`src/rtl/core/acia_pkg.sv`:
```
// ----------------------------------------------------------------------------
// acia_pkg
// Types, codes and decode functions shared by the serial register file.
// ----------------------------------------------------------------------------
package acia_pkg;

    // Request commands.
    localparam logic [1:0] CMD_READ  = 2'd0;
    localparam logic [1:0] CMD_WRITE = 2'd1;
    localparam logic [1:0] CMD_RX    = 2'd2;

    // Register offsets within the card I/O space.
    localparam logic [3:0] ADDR_SWITCH1 = 4'h1;
    localparam logic [3:0] ADDR_SWITCH2 = 4'h2;
    localparam logic [3:0] ADDR_DATA    = 4'h8;
    localparam logic [3:0] ADDR_STATUS  = 4'h9;
    localparam logic [3:0] ADDR_COMMAND = 4'hA;
    localparam logic [3:0] ADDR_CONTROL = 4'hB;

    // Switch register indexes on the configuration port.
    localparam int unsigned CFG_IDX_W = 3;
    localparam int unsigned CFG_DATA_W = 4;
    localparam logic [CFG_IDX_W-1:0] CFG_BAUD_INDEX    = 3'd0;
    localparam logic [CFG_IDX_W-1:0] CFG_FIRMWARE_MODE = 3'd1;
    localparam logic [CFG_IDX_W-1:0] CFG_TWO_STOP      = 3'd2;
    localparam logic [CFG_IDX_W-1:0] CFG_SEVEN_BITS    = 3'd3;
    localparam logic [CFG_IDX_W-1:0] CFG_PARITY        = 3'd4;
    localparam logic [CFG_IDX_W-1:0] CFG_LINEFEED      = 3'd5;
    localparam logic [CFG_IDX_W-1:0] CFG_INTERRUPTS    = 3'd6;

    // Parity codes.
    localparam logic [2:0] PAR_NONE = 3'd0;
    localparam logic [2:0] PAR_ODD  = 3'd1;
    localparam logic [2:0] PAR_EVEN = 3'd2;

    // Stop bit codes.
    localparam logic [1:0] STOP_ONE      = 2'd0;
    localparam logic [1:0] STOP_ONE_HALF = 2'd1;
    localparam logic [1:0] STOP_TWO      = 2'd2;

    localparam logic [3:0] SIZE_FIVE  = 4'd5;
    localparam logic [3:0] SIZE_SEVEN = 4'd7;
    localparam logic [3:0] SIZE_EIGHT = 4'd8;

    typedef struct packed {
        logic [3:0] baud_index;
        logic [3:0] firmware_mode;
        logic       two_stop;
        logic       seven_bits;
        logic [1:0] parity;
        logic       linefeed;
        logic       interrupts;
    } t_switches;

    localparam t_switches SWITCHES_RESET = '{
        baud_index:    4'hF,
        firmware_mode: 4'h0,
        two_stop:      1'b0,
        seven_bits:    1'b0,
        parity:        2'd0,
        linefeed:      1'b1,
        interrupts:    1'b0
    };

    // Line setup derived from the control and command registers.
    typedef struct packed {
        logic [7:0] control;
        logic [2:0] parity;
        logic [3:0] size;
        logic [1:0] stop;
        logic [2:0] baud;
    } t_line;

    // A switch change reloads the line setup.
    typedef struct packed {
        logic  load;
        t_line line;
    } t_sw_update;

    typedef struct packed {
        logic [7:0] rdata;
        logic       tx_valid;
        logic [7:0] tx_data;
        logic       irq;
        logic [2:0] parity;
        logic [3:0] size;
        logic [1:0] stop;
        logic [2:0] baud;
    } t_result;

    function automatic logic [2:0] baud_decode(input logic [3:0] idx);
        logic [2:0] code;
        case (idx)
            4'd6:          code = 3'd1;
            4'd7:          code = 3'd2;
            4'd8:          code = 3'd3;
            4'd9, 4'd10:   code = 3'd4;
            4'd11, 4'd12:  code = 3'd5;
            4'd13, 4'd14:  code = 3'd6;
            4'd15:         code = 3'd7;
            default:       code = 3'd0;
        endcase
        return code;
    endfunction

    // Parity switch value three means no parity.
    function automatic logic [2:0] switch_parity(input logic [1:0] p);
        return (p == 2'd1 || p == 2'd2) ? {1'b0, p} : PAR_NONE;
    endfunction

    function automatic t_line derive_line(input t_switches sw);
        t_line      ln;
        logic       stopbit;
        logic [3:0] short_by;
        ln.parity = switch_parity(sw.parity);
        ln.size   = sw.seven_bits ? SIZE_SEVEN : SIZE_EIGHT;
        ln.stop   = sw.two_stop ? STOP_TWO : STOP_ONE;
        ln.baud   = baud_decode(sw.baud_index);
        stopbit   = (ln.size == SIZE_EIGHT && ln.parity != PAR_NONE) || ln.stop != STOP_ONE;
        short_by  = SIZE_EIGHT - ln.size;
        ln.control = {stopbit, short_by[1:0], 1'b1, sw.baud_index};
        return ln;
    endfunction

    localparam t_line LINE_RESET = derive_line(SWITCHES_RESET);

endpackage

```
`src/rtl/core/acia_switches.sv`:
```
// ----------------------------------------------------------------------------
// acia_switches
// Switch setting registers and the line setup that a switch change loads.
// ----------------------------------------------------------------------------
module acia_switches (
    input  logic                            i_clk,
    input  logic                            i_rst_n,
    input  logic                            i_cfg_we,
    input  logic [acia_pkg::CFG_IDX_W-1:0]  i_cfg_index,
    input  logic [acia_pkg::CFG_DATA_W-1:0] i_cfg_wdata,
    output acia_pkg::t_switches             o_sw,
    output acia_pkg::t_sw_update            o_update
);

    acia_pkg::t_switches r_sw;
    acia_pkg::t_switches n_sw;
    logic                known;

    always_comb begin
        n_sw  = r_sw;
        known = 1'b1;
        unique case (i_cfg_index)
            acia_pkg::CFG_BAUD_INDEX:    n_sw.baud_index    = i_cfg_wdata;
            acia_pkg::CFG_FIRMWARE_MODE: n_sw.firmware_mode = i_cfg_wdata;
            acia_pkg::CFG_TWO_STOP:      n_sw.two_stop      = i_cfg_wdata[0];
            acia_pkg::CFG_SEVEN_BITS:    n_sw.seven_bits    = i_cfg_wdata[0];
            acia_pkg::CFG_PARITY:        n_sw.parity        = i_cfg_wdata[1:0];
            acia_pkg::CFG_LINEFEED:      n_sw.linefeed      = i_cfg_wdata[0];
            acia_pkg::CFG_INTERRUPTS:    n_sw.interrupts    = i_cfg_wdata[0];
            default:                     known              = 1'b0;
        endcase
    end

    always_ff @(posedge i_clk) begin
        if (!i_rst_n) begin
            r_sw <= acia_pkg::SWITCHES_RESET;
        end else if (i_cfg_we && known) begin
            r_sw <= n_sw;
        end
    end

    assign o_sw            = r_sw;
    assign o_update.load   = i_cfg_we && known;
    assign o_update.line   = acia_pkg::derive_line(n_sw);

endmodule

```
`src/rtl/core/acia_regs.sv`:
```
// ----------------------------------------------------------------------------
// acia_regs
// Card register state and the decode of one bus or line request.
// ----------------------------------------------------------------------------
module acia_regs (
    input  logic                 i_clk,
    input  logic                 i_rst_n,
    input  logic                 i_fire,
    input  logic [1:0]           i_cmd,
    input  logic [3:0]           i_reg_addr,
    input  logic [7:0]           i_wdata,
    input  logic [7:0]           i_rx_byte,
    input  acia_pkg::t_switches  i_sw,
    input  acia_pkg::t_sw_update i_update,
    output acia_pkg::t_result    o_result
);

    logic [7:0] r_command, n_command;
    acia_pkg::t_line r_line, n_line;
    logic r_tx_en, n_tx_en;
    logic r_rx_en, n_rx_en;
    logic r_tx_written, n_tx_written;
    logic r_rx_full, n_rx_full;
    logic [7:0] r_holding, n_holding;
    logic r_irq, n_irq;

    logic [7:0] rdata;
    logic       txv;
    logic [7:0] txd;
    logic [7:0] status;
    logic [7:0] switch2;
    logic [2:0] sw_par;
    logic [3:0] new_size;

    always_comb begin
        sw_par  = acia_pkg::switch_parity(i_sw.parity);
        switch2 = {i_sw.two_stop, 1'b0, i_sw.seven_bits, 1'b0,
                   sw_par == acia_pkg::PAR_EVEN, sw_par != acia_pkg::PAR_NONE,
                   i_sw.linefeed, i_sw.interrupts};
        status  = {(r_tx_en && r_tx_written) || (r_rx_en && r_rx_full), 2'b00, 1'b1,
                   r_rx_full, 3'b000};
        new_size = acia_pkg::SIZE_EIGHT - {2'b00, i_wdata[6:5]};

        n_command    = r_command;
        n_line       = r_line;
        n_tx_en      = r_tx_en;
        n_rx_en      = r_rx_en;
        n_tx_written = r_tx_written;
        n_rx_full    = r_rx_full;
        n_holding    = r_holding;
        n_irq        = r_irq;
        rdata        = 8'h00;
        txv          = 1'b0;
        txd          = 8'h00;

        case (i_cmd)
            acia_pkg::CMD_READ: begin
                unique case (i_reg_addr)
                    acia_pkg::ADDR_SWITCH1: rdata = {i_sw.baud_index, i_sw.firmware_mode};
                    acia_pkg::ADDR_SWITCH2: rdata = switch2;
                    acia_pkg::ADDR_DATA: begin
                        if (r_rx_full) begin
                            rdata     = r_holding;
                            n_rx_full = 1'b0;
                        end
                    end
                    acia_pkg::ADDR_STATUS: begin
                        rdata        = status;
                        n_tx_written = 1'b0;
                        n_irq        = 1'b0;
                    end
                    acia_pkg::ADDR_COMMAND: rdata = r_command;
                    acia_pkg::ADDR_CONTROL: rdata = r_line.control;
                    default: ;
                endcase
            end
            acia_pkg::CMD_WRITE: begin
                unique case (i_reg_addr)
                    acia_pkg::ADDR_DATA: begin
                        txv          = 1'b1;
                        txd          = i_wdata;
                        n_tx_written = 1'b1;
                    end
                    acia_pkg::ADDR_STATUS: begin
                        n_tx_written = 1'b0;
                        n_irq        = 1'b0;
                    end
                    acia_pkg::ADDR_COMMAND: begin
                        // Writing the value already held leaves the decode alone.
                        if (i_wdata != r_command) begin
                            n_command     = i_wdata;
                            n_line.parity = i_wdata[5] ? ({1'b0, i_wdata[7:6]} + 3'd1)
                                                       : acia_pkg::PAR_NONE;
                            n_tx_en       = (i_wdata[3:2] == 2'b01);
                            n_rx_en       = !i_wdata[1];
                        end
                    end
                    acia_pkg::ADDR_CONTROL: begin
                        if (i_wdata != r_line.control) begin
                            n_line.control = i_wdata;
                            n_line.baud    = acia_pkg::baud_decode(i_wdata[3:0]);
                            n_line.size    = new_size;
                            // The stop bit setting depends on size and current parity.
                            if (!i_wdata[7]) begin
                                n_line.stop = acia_pkg::STOP_ONE;
                            end else if (new_size == acia_pkg::SIZE_EIGHT
                                         && r_line.parity != acia_pkg::PAR_NONE) begin
                                n_line.stop = acia_pkg::STOP_ONE;
                            end else if (new_size == acia_pkg::SIZE_FIVE
                                         && r_line.parity == acia_pkg::PAR_NONE) begin
                                n_line.stop = acia_pkg::STOP_ONE_HALF;
                            end else begin
                                n_line.stop = acia_pkg::STOP_TWO;
                            end
                        end
                    end
                    default: ;
                endcase
            end
            acia_pkg::CMD_RX: begin
                n_holding = i_rx_byte;
                n_rx_full = 1'b1;
                if (r_rx_en) begin
                    n_irq = 1'b1;
                end
            end
            default: ;
        endcase
    end

    always_ff @(posedge i_clk) begin
        if (!i_rst_n) begin
            r_command    <= 8'h00;
            r_line       <= acia_pkg::LINE_RESET;
            r_tx_en      <= 1'b0;
            r_rx_en      <= 1'b0;
            r_tx_written <= 1'b0;
            r_rx_full    <= 1'b0;
            r_holding    <= 8'h00;
            r_irq        <= 1'b0;
        end else if (i_update.load) begin
            r_line <= i_update.line;
        end else if (i_fire) begin
            r_command    <= n_command;
            r_line       <= n_line;
            r_tx_en      <= n_tx_en;
            r_rx_en      <= n_rx_en;
            r_tx_written <= n_tx_written;
            r_rx_full    <= n_rx_full;
            r_holding    <= n_holding;
            r_irq        <= n_irq;
        end
    end

    assign o_result.rdata    = rdata;
    assign o_result.tx_valid = txv;
    assign o_result.tx_data  = txd;
    assign o_result.irq      = n_irq;
    assign o_result.parity   = n_line.parity;
    assign o_result.size     = n_line.size;
    assign o_result.stop     = n_line.stop;
    assign o_result.baud     = n_line.baud;

endmodule

```
`src/rtl/core/acia_serial_register_file.sv`:
```
// ----------------------------------------------------------------------------
// acia_serial_register_file
// Register file of a 6551-style serial card with switch readbacks.
// ----------------------------------------------------------------------------
// Each request (bus read, bus write or received line byte) is captured in an
// input register, decoded combinationally against the card registers and
// placed in a result register, so the block takes one request per clock
// while results are taken. The input register can still take one request
// while a result waits to be taken; only a full input register behind a
// stalled result holds the input off. The user must write switch settings
// through the configuration port only while no request is in flight; the
// block does not enforce this. A switch write reloads the line setup at once.
module acia_serial_register_file (
    input  logic                            i_clk,
    input  logic                            i_rst_n,
    input  logic                            i_cfg_we,
    input  logic [acia_pkg::CFG_IDX_W-1:0]  i_cfg_index,
    input  logic [acia_pkg::CFG_DATA_W-1:0] i_cfg_wdata,
    input  logic                            i_in_valid,
    output logic                            o_in_ready,
    input  logic [1:0]                      i_cmd,
    input  logic [3:0]                      i_reg_addr,
    input  logic [7:0]                      i_wdata,
    input  logic [7:0]                      i_rx_byte,
    output logic                            o_out_valid,
    input  logic                            i_out_ready,
    output logic [7:0]                      o_rdata,
    output logic                            o_tx_valid,
    output logic [7:0]                      o_tx_data,
    output logic                            o_irq,
    output logic [2:0]                      o_parity_mode,
    output logic [3:0]                      o_data_bits,
    output logic [1:0]                      o_stop_mode,
    output logic [2:0]                      o_baud_code
);

    logic       r_in_valid;
    logic [1:0] r_cmd;
    logic [3:0] r_reg_addr;
    logic [7:0] r_wdata;
    logic [7:0] r_rx_byte;
    logic       r_out_valid;
    acia_pkg::t_result r_result;

    acia_pkg::t_switches  sw;
    acia_pkg::t_sw_update update;
    acia_pkg::t_result    result;
    logic                 advance;

    assign advance    = r_in_valid && (!r_out_valid || i_out_ready);
    assign o_in_ready = !r_in_valid || advance;

    acia_switches u_switches (
        .i_clk       (i_clk),
        .i_rst_n     (i_rst_n),
        .i_cfg_we    (i_cfg_we),
        .i_cfg_index (i_cfg_index),
        .i_cfg_wdata (i_cfg_wdata),
        .o_sw        (sw),
        .o_update    (update)
    );

    acia_regs u_regs (
        .i_clk      (i_clk),
        .i_rst_n    (i_rst_n),
        .i_fire     (advance),
        .i_cmd      (r_cmd),
        .i_reg_addr (r_reg_addr),
        .i_wdata    (r_wdata),
        .i_rx_byte  (r_rx_byte),
        .i_sw       (sw),
        .i_update   (update),
        .o_result   (result)
    );

    always_ff @(posedge i_clk) begin
        if (!i_rst_n) begin
            r_in_valid  <= 1'b0;
            r_out_valid <= 1'b0;
        end else begin
            if (o_in_ready) begin
                r_in_valid <= i_in_valid;
            end
            if (advance) begin
                r_out_valid <= 1'b1;
            end else if (i_out_ready) begin
                r_out_valid <= 1'b0;
            end
        end
    end

    always_ff @(posedge i_clk) begin
        if (o_in_ready && i_in_valid) begin
            r_cmd      <= i_cmd;
            r_reg_addr <= i_reg_addr;
            r_wdata    <= i_wdata;
            r_rx_byte  <= i_rx_byte;
        end
        if (advance) begin
            r_result <= result;
        end
    end

    assign o_out_valid   = r_out_valid;
    assign o_rdata       = r_result.rdata;
    assign o_tx_valid    = r_result.tx_valid;
    assign o_tx_data     = r_result.tx_data;
    assign o_irq         = r_result.irq;
    assign o_parity_mode = r_result.parity;
    assign o_data_bits   = r_result.size;
    assign o_stop_mode   = r_result.stop;
    assign o_baud_code   = r_result.baud;

endmodule
```
`config.mk`:
```
export PLATFORM = sky130hd
export DESIGN_NAME = acia_serial_register_file
export DESIGN_NICKNAME = d
export VERILOG_FILES = /design/src/rtl/core/acia_pkg.sv /design/src/rtl/core/acia_switches.sv /design/src/rtl/core/acia_regs.sv /design/src/rtl/core/acia_serial_register_file.sv
export SDC_FILE = /design/constraint.sdc
export NUM_CORES = 1
export LEC_CHECK = 0
export ABC_AREA = 1
export BUFFER_PORTS_ARGS = -buffer_cell sky130_fd_sc_hd__buf_4
export CAP_MARGIN = 20
export CELL_PAD_IN_SITES_DETAIL_PLACEMENT = 0
export CELL_PAD_IN_SITES_GLOBAL_PLACEMENT = 1
export CORE_ASPECT_RATIO = 1.5
export CORE_MARGIN = 1.5
export CORE_UTILIZATION = 36
export DETAILED_ROUTE_END_ITERATION = 10
export GPL_TIMING_DRIVEN = 0
export PLACE_DENSITY = 0.8
export SYNTH_ARGS = -nofsm -noshare
export SYNTH_HDL_FRONTEND = slang
export SYNTH_SLANG_ARGS = --single-unit
```
`constraint.sdc`:
```
create_clock -name i_clk -period 2.9 [get_ports i_clk]
set_input_delay 0.58 -clock i_clk [delete_from_list [all_inputs] [get_ports i_clk]]
set_output_delay 0.58 -clock i_clk [all_outputs]
set_load 0.1 [all_outputs]
```
[Word-level counts from Yosys, hierarchy flattened]
Memory sizes are Yosys's and may differ from the RTL's. A register that Yosys moved wholly into a read port is not among the register bits.
Cells that the tools add are included.
Cells by class
  bitwise logic cells: 2
  eq/ne operators: 28
  reduce and logical (&&, ||, !) cells: 45
  muxes and demuxes: 36
  add/subtract/negate cells: 3
Operator list (number)
  $mux W20: 3
  $pmux W8 S6: 1
  $eq A4 B4 Y1 const B: 6
  $mux W8: 3
  $mux W9: 2
  $ne A8 B8 Y1: 2
  $reduce_bool A2 Y1: 8
  $mux W2: 7
  $mux W4: 3
  $reduce_and A4 Y1: 3
  $mux W1: 10
  $reduce_and A2 Y1: 5
  $reduce_and A5 Y1: 2
  $eq A3 B2 Y1 const B: 3
  $eq A3 B3 Y1 const B: 3
  $mux W3: 3
  $reduce_bool A3 Y1: 3
  $eq A2 B1 Y1 const B: 4
  $logic_and A1 B1 Y1: 8
  $pmux W1 S2: 4
  $reduce_or A7 Y1: 1
  $eq A2 B2 Y1 const B: 3
  $logic_not A3 Y1: 2
  $logic_or A1 B1 Y1: 6
  14 further kinds: 19
Storage, ports and cells
  bits in registers: 109
  bits in read-only memories: 96
  memories kept: 2
Memory list
  (name not given): words 16, width 3, read ports 1, clocked after memory_dff 1, wr ports 0, line acia_pkg.sv:93  | case (idx)
  (name not given): words 16, width 3, read ports 1, clocked after memory_dff 0, wr ports 0, line acia_pkg.sv:93

[Longest topological paths before layout]
  depth after elaboration: 11
  gate-level depth with buffers: 11

[By module]
From an unflattened synthesis, not the netlist that was laid out.
Unflattened totals
  cell total of the unflattened synthesis: 638
  area, all modules: 5424.0 um^2
By module, submodules not included
  acia_regs: cells an instance 437, seq. area each 820.8 um^2, times used 1, area an instance 2844.0 um^2
  acia_serial_register_file: cells an instance 65, seq. area each 1601.5 um^2, times used 1, area an instance 1656.6 um^2
  acia_switches: cells an instance 136, seq. area each 280.3 um^2, times used 1, area an instance 923.4 um^2

[Worst setup path before layout]
Ideal clock, no wire load.
  path type: flip-flop to flip-flop
  start point: register r_out_valid (netlist: o_out_valid)
  end point: register with a tool-made name
  path slack: -0.734 ns
  cell stages (with the launch flop): 8
  arrival time: 3.515 ns
  setup time: 0.120 ns
  required time: 2.780 ns
  clock period less this slack: 3.634 ns
  cell sequence: dfxtp_1 -> nand3_1 -> nand2_1 -> inv_1 -> o21ai_1 -> nand2_1 -> o211ai_1 -> nand2_1
RTL lines
  from (decl): line acia_serial_register_file.sv:42  | logic r_out_valid;
  from (signal assigned): line acia_serial_register_file.sv:79  | r_out_valid <= 1'b0;
  from (signal assigned): line acia_serial_register_file.sv:85  | r_out_valid <= 1'b1;
  from (signal assigned): line acia_serial_register_file.sv:87  | r_out_valid <= 1'b0;

[Worst setup path after layout]
  start point: register r_in_valid
  end point: register u_regs.r_tx_en
On the way
  cells in the longest elaborated chain, start to end: 2
RTL lines
  from (decl): line acia_serial_register_file.sv:37  | logic r_in_valid;
  from (signal assigned): line acia_serial_register_file.sv:82  | r_in_valid <= i_in_valid;
  $logic_and A1 B1 Y1: line acia_serial_register_file.sv:50  | assign advance = r_in_valid && (!r_out_valid || i_out_ready);
  named net advance: line acia_serial_register_file.sv:48  | logic advance;
  $reduce_and A5 Y1 (no line)
  to (signal assigned): line acia_regs.sv:146  | r_tx_en <= n_tx_en;
  to (decl): line acia_regs.sv:20  | logic r_tx_en, n_tx_en;
The timed path passes the listed nets, and every way through them passes these cells.
A chain may end at the register's enable or synchronous reset.

==> results.toml <==
[clock_network]
htree_levels = 3
cts_sinks = 112
clockRootBuffer = "clkbuf_16"
cts_tree = "built"
cts_buffers = 9
clkTransAtPathRegs_ns = 0.08
cts_hold_buf = 0
cts_resized = 0
cts_buffer_depth = 2
clk_latency_ns = 0.36
cts_setup_buffers = 0

[detailed_routing]
drc = 0
dr_total_vias = 4419
via_per_inst = 4.92
wl_um = 13300
first_pass_iters = 4
first_iter_violations = 219
routedWlPerCell_um = 14.8
ant_nets = 0

[final_layout]
finalNetCount = 743
area_growth_pct = 19.9
instances_no_fill = 899
fillCellCount = 1514
fin_area_um2 = 6320
drive_gt1_share_pct = 15.2
antenna_cells = 0
final_core_util_pct = 43.7
final_common_cell = "nand2_1"
final_cell_mix = "125 x nand2_1, 95 x inv_1, 65 x buf_4, 59 x dfxtp_1, 53 x nand3_1"

[global_routing]
grt_pass1_wl_um = 21300
track_usage_pct = 18.3
grt_start_max_net_pins = 27
antenna_found_initial = 0
grt_overflow_total = 0
grt_pass1_vias = 4298

[yosys]
yosysWarnings = 0
synth_flop_cell = "dfxtp_1"
syn-instance-count = 621
synth_fp_nets = 666
synth_seq_area_share_pct = 52.4
async_flop_share_pct = 0
syn_area_per_cell_um2 = 8.49
synth.distinct_cells = 39
yosys_register_bits = 112
synth-edff-count = 52
syn_area_um2 = 5270

[setup_path]
crit_start = "r_in_valid"
r2r_start = "r_in_valid"
worst_setup_path_end_kind = "register"
worstSetupStartpointType = "register"
rr_worst_depth = 8
cp.required_ns = 3.11
worstSetupEndpoint = "u_regs.r_tx_en"
rrSetupSlack_ns = 0.78
critPathArrivalTime_ns = 2.33
cp_max_fo = 26
rr_endpoint = "u_regs.r_tx_en"
crit_type = "reg2reg"

[sta]
fin_crit_ns = 2.12
skew_ns = 0.0114
setup_viol = 0
slew_headroom_pct = 40.0
finalHoldViolations = 0
rsz0062_at_grt = "no"
fmax_ghz = 0.472
whs_ns = 0.392
post-route-period-util_pct = 73.0
worst_slew_pin_slew_ns = 0.899
slew_violations = 0

[placement]
place_inst = 883
place_area_um2 = 6030
place_congestion = 0.932
port_buffers = 65
dpl.hpwl_um = 10300

[pwr]
pwr-share-clk_pct = 35.1
power.internal_w = 0.00247
power.density_nw_per_um2 = 547
pwr-share-comb_pct = 13.7
vdd_drop_max_uv = 272
p_leak_nw = 2.70
p_seq_share_pct = 51.3
sw_frac_of_total_pct = 28.7
p_sw_w = 0.000991
total_power_w = 0.00346

[hold_path]
hold-path-cell-count = 1
hold_path.class = "in2reg"
hp-start = "i_reg_addr[1]"

[die]
die_y_um = 151
dieArea_um2 = 15400
initial_core_util_pct = 36.5
die_x_um = 102
ioPinCount = 66
placementRows = 54
core_um2 = 14500

[job]
maxCapViolCount = 0

[status]
status = "finished clean"
## cell usage after synthesis, types with 2 or more instances
master	instances	area, um^2
inv_1	95	357
o21ai_0	48	240
nor2_1	49	184
buf_2	4	20.0
nand2_1	125	469
inv_2	3	11.3
clkbuf_1	5	18.8
nand3_4	2	35.0
nand4_1	6	37.5
nand3_1	54	270
dfxtp_1	60	1200
o211ai_1	3	22.5
nor2_8	2	40.0
a31oi_1	2	12.5
ha_1	11	138
xnor2_1	9	78.8
nand2_4	3	33.8
nor2_2	2	12.5
and2_1	8	50.1
a21oi_1	49	245
o21ai_1	2	10.0
o22ai_1	7	43.8
edfxtp_1	52	1560
nor3_1	5	25.0
## sequential cells by signal (all words and copies together) (netlist names), 2 cells and up, named ones only
name,cells
o_baud_code,3
o_data_bits,4
o_parity_mode,3
o_rdata,8
o_stop_mode,2
o_tx_data,8
r_cmd,2
r_reg_addr,4
r_rx_byte,8
r_wdata,8
u_regs.r_command,8
u_regs.r_holding,8
u_regs.r_line,20
u_switches.o_sw,14
## layout make-up
type	count	area [um^2]	share of cell area, %
Sequential cell	112	2760	43.7
Multi-Input combinational cell	399	2080	32.9
Timing Repair Buffer	66	508	8.04
Inverter	99	372	5.88
Tap cell	196	245	3.88
Clock buffer	9	225	3.56
Clock inverter	7	63.8	1.01
Buffer	11	63.8	1.01
## power groups by stage
| stage | clock network [W] | registers [W] | logic, W |
|---|---|---|---|
| floorplan | 0 | 0.00191 | 0.000221 |
| global placement | 0 | 0.00181 | 0.000461 |
| detailed placement | 0 | 0.00181 | 0.000474 |
| CTS | 0.00124 | 0.00177 | 0.000476 |
| global route | 0.00131 | 0.00178 | 0.000521 |
| finish | 0.00121 | 0.00177 | 0.000473 |
## cells by family after synthesis
| group | share of synthesized area, % |
|---|---|
| simple gates | 23.4 |
| compound gates | 11.8 |
| flops | 52.4 |
| buf+inv | 8.26 |
| fa+ha+maj | 2.61 |
| xor+xnor | 1.50 |
## through the flow
| stage | worst slack [ns] | TNS (ns) |
|---|---|---|
| floorplan | 0.173 | 0 |
| global placement | -0.0561 | -0.448 |
| detailed placement | 0.409 | 0 |
| CTS | 0.761 | 0 |
| global route | 0.558 | 0 |
| finish | 0.783 | 0 |
## routing by layer
metal | wire length [um] | track usage [%]
met3 | 429 | 2.63
met5 | 0 | 0
met1 | 5230 | 20.0
met2 | 7190 | 33.7
met4 | 466 | 9.32
## critical path, cell delays in order, from the launching register on
cell,delay [ns]
dfxtp_1,0.36
inv_1,0.09
a21oi_4,0.39
buf_12,0.25
nand2_4,0.14
nor3_4,0.33
nand2_2,0.22
nand2_1,0.10
a21oi_1,0.07
## how the worst min path moves through the flow
stage	to	slack (ns)
floorplan	u_regs.r_holding[3]	0.42
global placement	u_regs.r_holding[7]	0.44
detailed placement	u_regs.r_holding[3]	0.44
CTS	r_rx_byte[2]	0.38
global route	r_reg_addr[1]	0.38
finish	r_reg_addr[1]	0.39
(Power assumes the default switching activity.)
